===== src/fpsc_pkg.sv =====
// shared constants and types for the flywheel pidf speed control unit
package fpsc_pkg;

  // flywheel to motor gear ratio, motor speed = flywheel speed / ratio
  localparam int GEAR_RATIO = 7;

  // reciprocal for the ratio divide; exact for 17-bit dividends and ratios up to 64
  localparam int RECIP_SHIFT = 23;
  localparam logic [23:0] RECIP_MULT =
    24'((2 ** RECIP_SHIFT + GEAR_RATIO - 1) / GEAR_RATIO);

  // drive voltage limit in millivolts
  localparam logic signed [14:0] VMAX = 15'sd12000;

  // rounding offset for the 2^-12 mV accumulator
  localparam logic signed [51:0] ROUND_HALF = 52'sd2048;

  localparam int FRAC_BITS = 12;

  typedef enum logic [2:0] {
    CFG_GAIN_P    = 3'd0,
    CFG_GAIN_I    = 3'd1,
    CFG_GAIN_D    = 3'd2,
    CFG_STATIC_FF = 3'd3,
    CFG_GAIN_V    = 3'd4,
    CFG_COAST     = 3'd5
  } cfg_index_t;

  typedef logic signed [15:0] speed_err_t;

endpackage


===== src/fpsc_speed_error.sv =====
// speed error at the motor: target scaled by the gear ratio minus measured, saturated
module fpsc_speed_error (
  input  logic [12:0]               target_speed,
  input  logic signed [14:0]        measured_velocity,
  output fpsc_pkg::speed_err_t      speed_error
);

  logic [36:0]        prod;
  logic [16:0]        quot;
  logic signed [18:0] diff;

  always_comb begin
    // floor(target * 16 / ratio) via multiply by reciprocal
    prod = 37'(target_speed) * 37'(fpsc_pkg::RECIP_MULT);
    quot = 17'(prod >> (fpsc_pkg::RECIP_SHIFT - 4));
    diff = $signed({2'b00, quot}) - 19'(measured_velocity);
    if (diff > 19'sd32767) begin
      speed_error = 16'sh7fff;
    end else if (diff < -19'sd32768) begin
      speed_error = 16'sh8000;
    end else begin
      speed_error = 16'(diff);
    end
  end

endmodule


===== src/flywheel_pidf_speed_control_unit.sv =====
// flywheel pidf speed control unit, top level
// Takes one control tick per clock cycle while the output is not stalled and returns one drive
// command per tick in order. The pipeline is input register, gear-ratio divide and error clamp,
// integral and derivative update, gain multiplies, accumulate, then round and clamp into the
// output register. A stall on the output side holds every stage. Configuration writes are
// taken at any time and are meant to be done while no tick is in flight.
module flywheel_pidf_speed_control_unit (
  input  logic        clk,
  input  logic        rst,
  input  logic        s_tvalid,
  output logic        s_tready,
  input  logic [31:0] s_tdata,   // [12:0] target_speed, [27:13] measured_velocity, rest zero
  output logic        m_tvalid,
  input  logic        m_tready,
  output logic [15:0] m_tdata,   // [14:0] drive_voltage, [15] zero
  output logic        m_tuser,   // [0] saturated
  input  logic        cfg_valid,
  output logic        cfg_ready,
  input  logic [2:0]  cfg_index,
  input  logic [15:0] cfg_data
);

  // configuration
  logic signed [15:0] gain_p, gain_i, gain_d, gain_v;
  logic signed [14:0] static_ff;
  logic               coast_on_zero;

  // controller state
  logic signed [31:0] integral_sum;
  fpsc_pkg::speed_err_t previous_error;
  logic signed [1:0]  error_sign;

  // pipeline
  logic               en;
  logic               v1, v2, v3, v4, v5;
  logic [12:0]        s1_target;
  logic signed [14:0] s1_meas;
  fpsc_pkg::speed_err_t s2_err;
  logic signed [14:0] s2_meas;
  logic               s2_tzero;
  fpsc_pkg::speed_err_t s3_err;
  logic signed [31:0] s3_integral;
  logic signed [16:0] s3_deriv;
  logic signed [14:0] s3_meas;
  logic signed [1:0]  s3_sign;
  logic               s3_tzero;
  logic signed [31:0] s4_p;
  logic signed [47:0] s4_i;
  logic signed [32:0] s4_d;
  logic signed [30:0] s4_v;
  logic signed [15:0] s4_stat;
  logic               s4_tzero;
  logic signed [50:0] s5_acc;
  logic               s5_tzero;

  fpsc_pkg::speed_err_t err_next;
  logic signed [32:0] sum_wide;
  logic signed [31:0] integral_next;
  logic signed [1:0]  sign_next;
  logic signed [51:0] neg;
  logic signed [39:0] cmd;
  logic               sat_next;
  logic signed [14:0] drive_next;
  logic signed [14:0] drive;

  assign en        = !m_tvalid || m_tready;
  assign s_tready  = en;
  assign cfg_ready = 1'b1;
  assign m_tdata   = {1'b0, drive};

  fpsc_speed_error u_err (
    .target_speed      (s1_target),
    .measured_velocity (s1_meas),
    .speed_error       (err_next)
  );

  // integral and sign for the item in stage two
  always_comb begin
    sum_wide = 33'(integral_sum) + 33'(s2_err);
    if (sum_wide > 33'sh0_7fff_ffff) begin
      integral_next = 32'sh7fff_ffff;
    end else if (sum_wide < -33'sh0_8000_0000) begin
      integral_next = 32'sh8000_0000;
    end else begin
      integral_next = 32'(sum_wide);
    end
    if (s2_err > 16'sd0) begin
      sign_next = 2'sd1;
    end else if (s2_err < 16'sd0) begin
      sign_next = -2'sd1;
    end else begin
      sign_next = 2'sd0;
    end
  end

  // negate and round to nearest mV, ties up, then clamp, or coast to zero on a zero target
  always_comb begin
    neg = fpsc_pkg::ROUND_HALF - 52'(s5_acc);
    cmd = 40'(neg >>> fpsc_pkg::FRAC_BITS);
    if (s5_tzero && coast_on_zero) begin
      sat_next   = 1'b0;
      drive_next = 15'sd0;
    end else if (cmd > 40'(fpsc_pkg::VMAX)) begin
      sat_next   = 1'b1;
      drive_next = fpsc_pkg::VMAX;
    end else if (cmd < -40'(fpsc_pkg::VMAX)) begin
      sat_next   = 1'b1;
      drive_next = -fpsc_pkg::VMAX;
    end else begin
      sat_next   = 1'b0;
      drive_next = 15'(cmd);
    end
  end

  always_ff @(posedge clk) begin
    if (rst) begin
      gain_p        <= '0;
      gain_i        <= '0;
      gain_d        <= '0;
      gain_v        <= '0;
      static_ff     <= '0;
      coast_on_zero <= 1'b0;
    end else if (cfg_valid && cfg_ready) begin
      unique case (fpsc_pkg::cfg_index_t'(cfg_index))
        fpsc_pkg::CFG_GAIN_P:    gain_p        <= cfg_data;
        fpsc_pkg::CFG_GAIN_I:    gain_i        <= cfg_data;
        fpsc_pkg::CFG_GAIN_D:    gain_d        <= cfg_data;
        fpsc_pkg::CFG_STATIC_FF: static_ff     <= cfg_data[14:0];
        fpsc_pkg::CFG_GAIN_V:    gain_v        <= cfg_data;
        fpsc_pkg::CFG_COAST:     coast_on_zero <= cfg_data[0];
        default: ;
      endcase
    end
  end

  // control: valids and controller state
  always_ff @(posedge clk) begin
    if (rst) begin
      v1             <= 1'b0;
      v2             <= 1'b0;
      v3             <= 1'b0;
      v4             <= 1'b0;
      v5             <= 1'b0;
      m_tvalid       <= 1'b0;
      integral_sum   <= '0;
      previous_error <= '0;
      error_sign     <= '0;
    end else if (en) begin
      v1       <= s_tvalid;
      v2       <= v1;
      v3       <= v2;
      v4       <= v3;
      v5       <= v4;
      m_tvalid <= v5;
      if (v2) begin
        // integral clears once the output has used it, on a change of error sign
        integral_sum   <= (sign_next != error_sign) ? 32'sd0 : integral_next;
        error_sign     <= sign_next;
        previous_error <= s2_err;
      end
    end
  end

  // payload
  always_ff @(posedge clk) begin
    if (en) begin
      s1_target   <= s_tdata[12:0];
      s1_meas     <= s_tdata[27:13];

      s2_err      <= err_next;
      s2_meas     <= s1_meas;
      s2_tzero    <= (s1_target == 13'd0);

      s3_err      <= s2_err;
      s3_integral <= integral_next;
      s3_deriv    <= 17'(s2_err) - 17'(previous_error);
      s3_meas     <= s2_meas;
      s3_sign     <= sign_next;
      s3_tzero    <= s2_tzero;

      s4_p        <= 32'(gain_p) * 32'(s3_err);
      s4_i        <= 48'(gain_i) * 48'(s3_integral);
      s4_d        <= 33'(gain_d) * 33'(s3_deriv);
      s4_v        <= 31'(gain_v) * 31'(s3_meas);
      s4_stat     <= (s3_sign > 2'sd0) ? 16'(static_ff) :
                     (s3_sign < 2'sd0) ? -16'(static_ff) : 16'sd0;
      s4_tzero    <= s3_tzero;

      s5_acc      <= 51'(s4_p) + 51'(s4_i) + 51'(s4_d) + 51'(s4_v)
                     + (51'(s4_stat) <<< fpsc_pkg::FRAC_BITS);
      s5_tzero    <= s4_tzero;

      drive       <= drive_next;
      m_tuser     <= sat_next;
    end
  end

  a_drive_range: assert property (@(posedge clk) disable iff (rst)
    m_tvalid |-> (drive <= fpsc_pkg::VMAX) && (drive >= -fpsc_pkg::VMAX))
    else $error("drive voltage outside limit");

  a_sat_at_limit: assert property (@(posedge clk) disable iff (rst)
    m_tvalid && m_tuser |-> (drive == fpsc_pkg::VMAX) || (drive == -fpsc_pkg::VMAX))
    else $error("saturated flag without clamped drive");

  a_sign_code: assert property (@(posedge clk) disable iff (rst)
    error_sign != -2'sd2)
    else $error("invalid error sign code");

  a_integral_clear: assert property (@(posedge clk) disable iff (rst)
    en && v2 && (sign_next != error_sign) |=> integral_sum == 32'sd0)
    else $error("integral not cleared on sign change");

endmodule

===== config.mk =====
export PLATFORM = sky130hd
export DESIGN_NAME = flywheel_pidf_speed_control_unit
export DESIGN_NICKNAME = d
export VERILOG_FILES = /design/src/fpsc_pkg.sv /design/src/fpsc_speed_error.sv /design/src/flywheel_pidf_speed_control_unit.sv
export SDC_FILE = /design/constraint.sdc
export NUM_CORES = 2
export LEC_CHECK = 0
export BUFFER_PORTS_ARGS = -buffer_cell sky130_fd_sc_hd__buf_2
export CORE_ASPECT_RATIO = 0.8
export CORE_UTILIZATION = 39
export CTS_CLUSTER_DIAMETER = 150
export CTS_CLUSTER_SIZE = 12
export DETAILED_ROUTE_END_ITERATION = 7
export SLEW_MARGIN = 10
export SYNTH_ARGS = -nofsm -noshare
export SYNTH_HDL_FRONTEND = slang
export SYNTH_SLANG_ARGS = --single-unit

===== constraint.sdc =====
create_clock -name clk -period 18.7 [get_ports clk]
set_clock_uncertainty 0.1 [all_clocks]
set_input_delay 1.87 -clock clk [delete_from_list [all_inputs] [get_ports clk]]
set_output_delay 1.87 -clock clk [all_outputs]
set_load 0.01 [all_outputs]

# Yosys cells after proc, flatten, opt, wreduce, memory -nomap -nowiden

Cells that the tools add are included.

Output and inout port bits: 20
Register bits: 508
Input port bits: 56

Add/subtract/negate cells: 9
Multiply operators: 5
Muxes and demuxes: 12
Reduce and logical (&&, ||, !) cells: 14
Equality and inequality tests: 6
Magnitude comparators: 10

Operators with widths:

| kind                                                                   | count |
|---|---|
| 32-bit 2-to-1 mux                                                      | 3 |
| 13-bit by 51-bit subtractor with 52-bit output, first input constant   | 1 |
| 50-bit by 31-bit adder with 51-bit output                              | 1 |
| 51-bit by 28-bit adder with 51-bit output                              | 1 |
| 49-bit by 33-bit adder with 50-bit output                              | 1 |
| 32-bit by 48-bit adder with 49-bit output                              | 1 |
| 16-bit by 32-bit multiplier with 48-bit output                         | 1 |
| 16-bit 2-to-1 mux                                                      | 3 |
| 40-bit by 15-bit > comparator with 1-bit output, second input constant | 1 |
| 40-bit by 15-bit < comparator with 1-bit output, second input constant | 1 |
| 13-bit by 21-bit multiplier with 34-bit output, second input constant  | 1 |
| 32-bit by 16-bit adder with 33-bit output                              | 1 |
| 33-bit by 32-bit > comparator with 1-bit output, second input constant | 1 |
| 33-bit by 32-bit < comparator with 1-bit output, second input constant | 1 |
| 16-bit by 17-bit multiplier with 33-bit output                         | 1 |
| 16-bit by 16-bit multiplier with 32-bit output                         | 1 |
| 16-bit by 15-bit multiplier with 31-bit output                         | 1 |
| 19-bit by 16-bit > comparator with 1-bit output, second input constant | 1 |
| 19-bit by 16-bit < comparator with 1-bit output, second input constant | 1 |
| 16-bit by 15-bit subtractor with 17-bit output                         | 1 |
| 16-bit by 16-bit subtractor with 17-bit output                         | 1 |
| 16-bit by 1-bit > comparator with 1-bit output, second input constant  | 1 |
| 16-bit by 1-bit < comparator with 1-bit output, second input constant  | 1 |
| 15-bit negation with 16-bit output                                     | 1 |
| other kinds (18)                                                       | 28 |

# Longest topological paths before layout

Depth after elaboration: 5
Mapped depth: 34
Gate-level depth less buffers: 33

# Modules after synthesis

From an unflattened synthesis, not the netlist that was laid out.

Cells, all modules: 7693
Area, all modules: 75025.7 sq um

Modules (own cells, without submodules):

| module                           | area each (sq um) | seq. area each (sq um) | instances | cells each |
|---|---|---|---|---|
| flywheel_pidf_speed_control_unit | 71591.2           | 13893.3                | 1         | 7290 |
| fpsc_speed_error                 | 3434.5            | 0.0                    | 1         | 403 |

# Worst setup path before layout

OpenSTA, ideal clock, no wires.

Kind: input -> register
From: input port m_tready
To: register integral_sum[10]
Setup time: 0.074 ns
Data required time: 18.526 ns
Arrival: 11.474 ns
Stages on the path: 7
Slack: 7.051 ns
Cells stage by stage: nor2b_1 -> inv_1 -> nand2_1 -> nor4_1 -> o21ai_0 -> clkbuf_1 -> o21ai_0

Longest elaborated chain between the ends: 2

RTL lines:

| what                          | RTL line                                | RTL |
|---|---|---|
| from (decl)                   | flywheel_pidf_speed_control_unit.sv:14  | `input logic m_tready,` |
| 1-bit logical OR              | flywheel_pidf_speed_control_unit.sv:66  | `assign en = !m_tvalid \|\| m_tready;` |
| via s_tready                  | flywheel_pidf_speed_control_unit.sv:11  | `output logic s_tready,` |
| 2-bit AND reduction (no line) | --                                      |  |
| to (signal assigned)          | flywheel_pidf_speed_control_unit.sv:157 | `integral_sum <= (sign_next != error_sign) ? 32'sd0 : integral_next;` |
| to (decl)                     | flywheel_pidf_speed_control_unit.sv:29  | `logic signed [31:0] integral_sum;` |

The timed path passes the listed nets, and every way through them passes these cells.
A chain may end at the register's enable or synchronous reset.

# Worst setup path after layout

From: register s1_target[10]
To: register s2_err[12], data pin

Longest elaborated chain between the ends: 4
Elaborated cells on any way between the ends: 5
Classes of those cells: add/sub: 1; mul: 1; order compare: 2; mux: 1

RTL lines:

| what                                               | RTL line                                | RTL |
|---|---|---|
| from (decl)                                        | flywheel_pidf_speed_control_unit.sv:36  | `logic [12:0] s1_target;` |
| from (signal assigned)                             | flywheel_pidf_speed_control_unit.sv:167 | `s1_target <= s_tdata[12:0];` |
| 13-bit by 21-bit multiplier with 34-bit output (*) | fpsc_speed_error.sv:14                  | `prod = 37'(target_speed) * 37'(fpsc_pkg::RECIP_MULT);` |
| 16-bit by 15-bit subtractor with 17-bit output (*) | fpsc_speed_error.sv:16                  | `diff = $signed({2'b00, quot}) - 19'(measured_velocity);` |
| 19-bit by 16-bit < comparator with 1-bit output    | fpsc_speed_error.sv:19                  | `end else if (diff < -19'sd32768) begin` |
| 16-bit 2-to-1 mux                                  | fpsc_speed_error.sv:19                  |  |
| to (signal assigned)                               | flywheel_pidf_speed_control_unit.sv:170 | `s2_err <= err_next;` |
| to (decl)                                          | flywheel_pidf_speed_control_unit.sv:38  | `fpsc_pkg::speed_err_t s2_err;` |

Every way passes the cells marked *; elsewhere a longest branch is shown, timed or not.

==> impl_results.md <==
- CP bufs+invs: 2
- # rows: 142
- Worst endpoint required time: 18950 ps
- Crit Path Category: reg -> reg
- R2R Path End: s2_err[12]
- Total Die Area: 0.191 mm2
- Via/cell ratio: 5.09
- Met2 Track Usage GR: 32.1%
- CP endpoint kind: flip-flop
- HPWL after detailed placement: 152000 um
- Cell area after placement: 0.0766 mm2
- First-pass GRT wire length: 306000 um
- #FFs+latches synth: 508
- GPL Wtd Cong: 0.889
- Max cap viols: 0
- I/O pins: 76
- Clock buffer depth: 3
- Worst Path Arrival: 9010 ps
- RR Startpoint: s1_target[10]
- Skew-Pair Late Insertion Delay: 660 ps
- Synth Instances: 7444
- Input/output buffers: 69
- Worst path max stage delay: 900 ps
- RSZ-0062 raised after global routing: false
- Finished Core Util: 41.7%
- Die height: 391 um
- Total wire length: 191000 um
- Core area: 0.187 mm2
- Slowest-stage cell, CP: a21oi_1
- Clock Root Buffer: clkbuf_16
- Hold Path Sink: s3_meas[5]
- DRC Markers: 0
- Area grow syn2layout: 6.14%
- PD cells: 128 mW/mm2
- R2R Setup Slk: 9940 ps
- Layout cell share with drive strength beyond 1: 3.05%
- Pleak: 34.8 nW
- Post-synthesis sequential area ratio: 18.9%
- Post-synth ARST share: 0%
- Netlist Area Pre-Place: 0.0736 mm2
- # H-tree levels: 2
- GR Util met1: 29.2%
- DR WL/cell: 19.2 um
- Worst Max-Slew Pin Slew: 1260 ps
- Starting Density: 39.3%
- TritonRoute pass-1 iters: 6
- Setup Fix Bufs, Post-CTS: 0
- Outcome: finished, final reports clean
- Post-CTS Resized: 0
- Critical Path Start Type: flip-flop
- # hold bufs at CTS: 0
- Routed Antenna Nets: 0
- Critical path's top delay family: compound AO/OA/AOI/OAI gates
- Grt ovf: 0
- Post-synth cell types: 84
- Ys flop type: edfxtp_1
- Commonest non-fill, non-tap cell in the layout: inv_1
- Fin area: 0.0781 mm2
- CTS clk-pin slew, worst paths: 70 ps
- Post-synth EDFFs: 372
- Dpl cells: 9846
- Final period util: 46.8%
- R2R depth: 31
- Largest net degree at the start of global routing: 93
- Fin. max-slew vios: 0
- CP max FO: 15
- Synthesis Warnings: 0
- Min-Delay Path Class: reg -> reg
- Hold Crit Depth: 0
- Mapped Nets: 9494
- Syn_area_per_cell: 9.89 um2
- Slew HR: 15.3%
- Nets: 9428
- Vias in the first global route: 53900
- Final min period: 8760 ps
- Clock sink total: 508
- Initial antenna violation count: 14
- Met3 GRT Util: 4.62%
- Gr usage total: 20.8%
- Gr busiest metal: met2
- Commonest non-fill, non-tap cells in the layout: inv_1, fa_1, nand2_1
- Min-delay src: s2_meas[5]
- IR drop worst, VDD: 0.175 mV
- Finished Layout Cells: 9949
- Die width: 488 um
- Iter 0 DRT Violations: 3425
- Final setup vio count: 0
- Achievable Freq: 0.114 GHz
- Vias after detailed routing: 50700
- Design Power: 0.00998 W
- Final-report hold violation count: 0
- CTS buffer count: 50
- Fin Setup TNS: 0 ps
- CTS tree: done
-- area by class of cell --
type | instances | area [um2]
Antenna cell | 10 | 25.0
Clock buffer | 86 | 1390
Clock inverter | 7 | 81.3
Fill cell | 18100 | 109000
Inverter | 1430 | 5380
Multi-Input combinational cell | 5260 | 53400
Sequential cell | 508 | 13900
Tap cell | 2520 | 3150
Timing Repair Buffer | 128 | 791
-- worst max-delay path by stage --
stage / start / endpoint / slack, ps / depth (start not counted)
6_report: s1_target[10] / s2_err[12] / 9940 / 31
5_1_grt: s1_target[10] / s2_err[14] / 9230 / 31
4_1_cts: s1_target[10] / s2_err[2] / 9990 / 31
3_5_place_dp: s1_target[10] / s2_err[2] / 10030 / 31
3_3_place_gp: s3_err[1] / s4_p[31] / 10210 / 20
2_1_floorplan: m_tready / integral_sum[10] / 7050 / 7
-- cells in the mapped netlist, types with 43 or more instances --
cell type	count	area, um2
xnor2_1	203	1780
nor2_1	227	852
fa_1	1425	28500
clkbuf_1	231	867
nand2_1	1103	4140
edfxtp_1	372	11200
nand2b_1	109	682
ha_1	569	7120
a21o_1	92	691
nand3_1	68	340
o21ai_0	157	786
and2_1	467	2920
o21bai_1	43	323
dfxtp_1	136	2720
inv_1	1430	5370
a21oi_1	298	1490
xor2_1	65	569
nor3_1	62	310
-- sequential cells by signal, indices dropped and copies added, names as in the netlist, 16 cells and up --
signal / cells
s3_err: 16
s3_integral: 32
s4_stat: 16
s5_acc: 51
s2_err: 16
s4_i: 48
gain_d: 16
gain_p: 16
integral_sum: 32
s3_deriv: 17
gain_i: 16
previous_error: 16
gain_v: 16
s4_p: 32
s4_v: 31
s4_d: 33
-- metrics by stage --
step	setup WS (ps)	hold slack, ps
6_report	9940	311
4_1_cts	9990	305
3_5_place_dp	10030	305
3_3_place_gp	10210	303
2_1_floorplan	7050	300
5_1_grt	9230	322
-- cell families (layout without fill, tap and decap cells) --
| family | count (synthesis) | after routing | share of synthesized area [%] |
|---|---|---|---|
| buffers and inverters | 1676 | 1651 | 8.57 |
| AOI/OAI and AO/OA | 795 | 795 | 6.73 |
| and+or+nand+nor | 2182 | 2182 | 13.9 |
| adders and majority gates | 2010 | 2010 | 48.6 |
| muxes | 3 | 3 | 0.0442 |
| other | 2 | 12 | 0.0102 |
| DFF | 508 | 508 | 18.9 |
| xor gates and xnor gates | 268 | 268 | 3.19 |
-- per-layer routing --
metal | up-vias | wire length [um]
met3 | 269 | 17200
met4 | 4 | 5570
li1 | 23000 | -
met5 | - | 27
met2 | 1729 | 83000
met1 | 25700 | 85300
-- worst register-to-register path, delay by kind of cell, from the launching register on --
family	cells	cell delay, ps
compound gates	16	4140
fa+ha+maj	7	2790
simple gates	5	690
flops	1	530
xor+xnor	1	140
buf+inv	2	100
-- power breakdown --
group	switching, W	internal, W	total [W]
registers	0.000682	0.00186	0.00254
clock network	0.000470	0.000507	0.000978
logic	0.00371	0.00275	0.00646
total	0.00486	0.00512	0.00998
No activity file was read; power rests on OpenSTA's default activity.
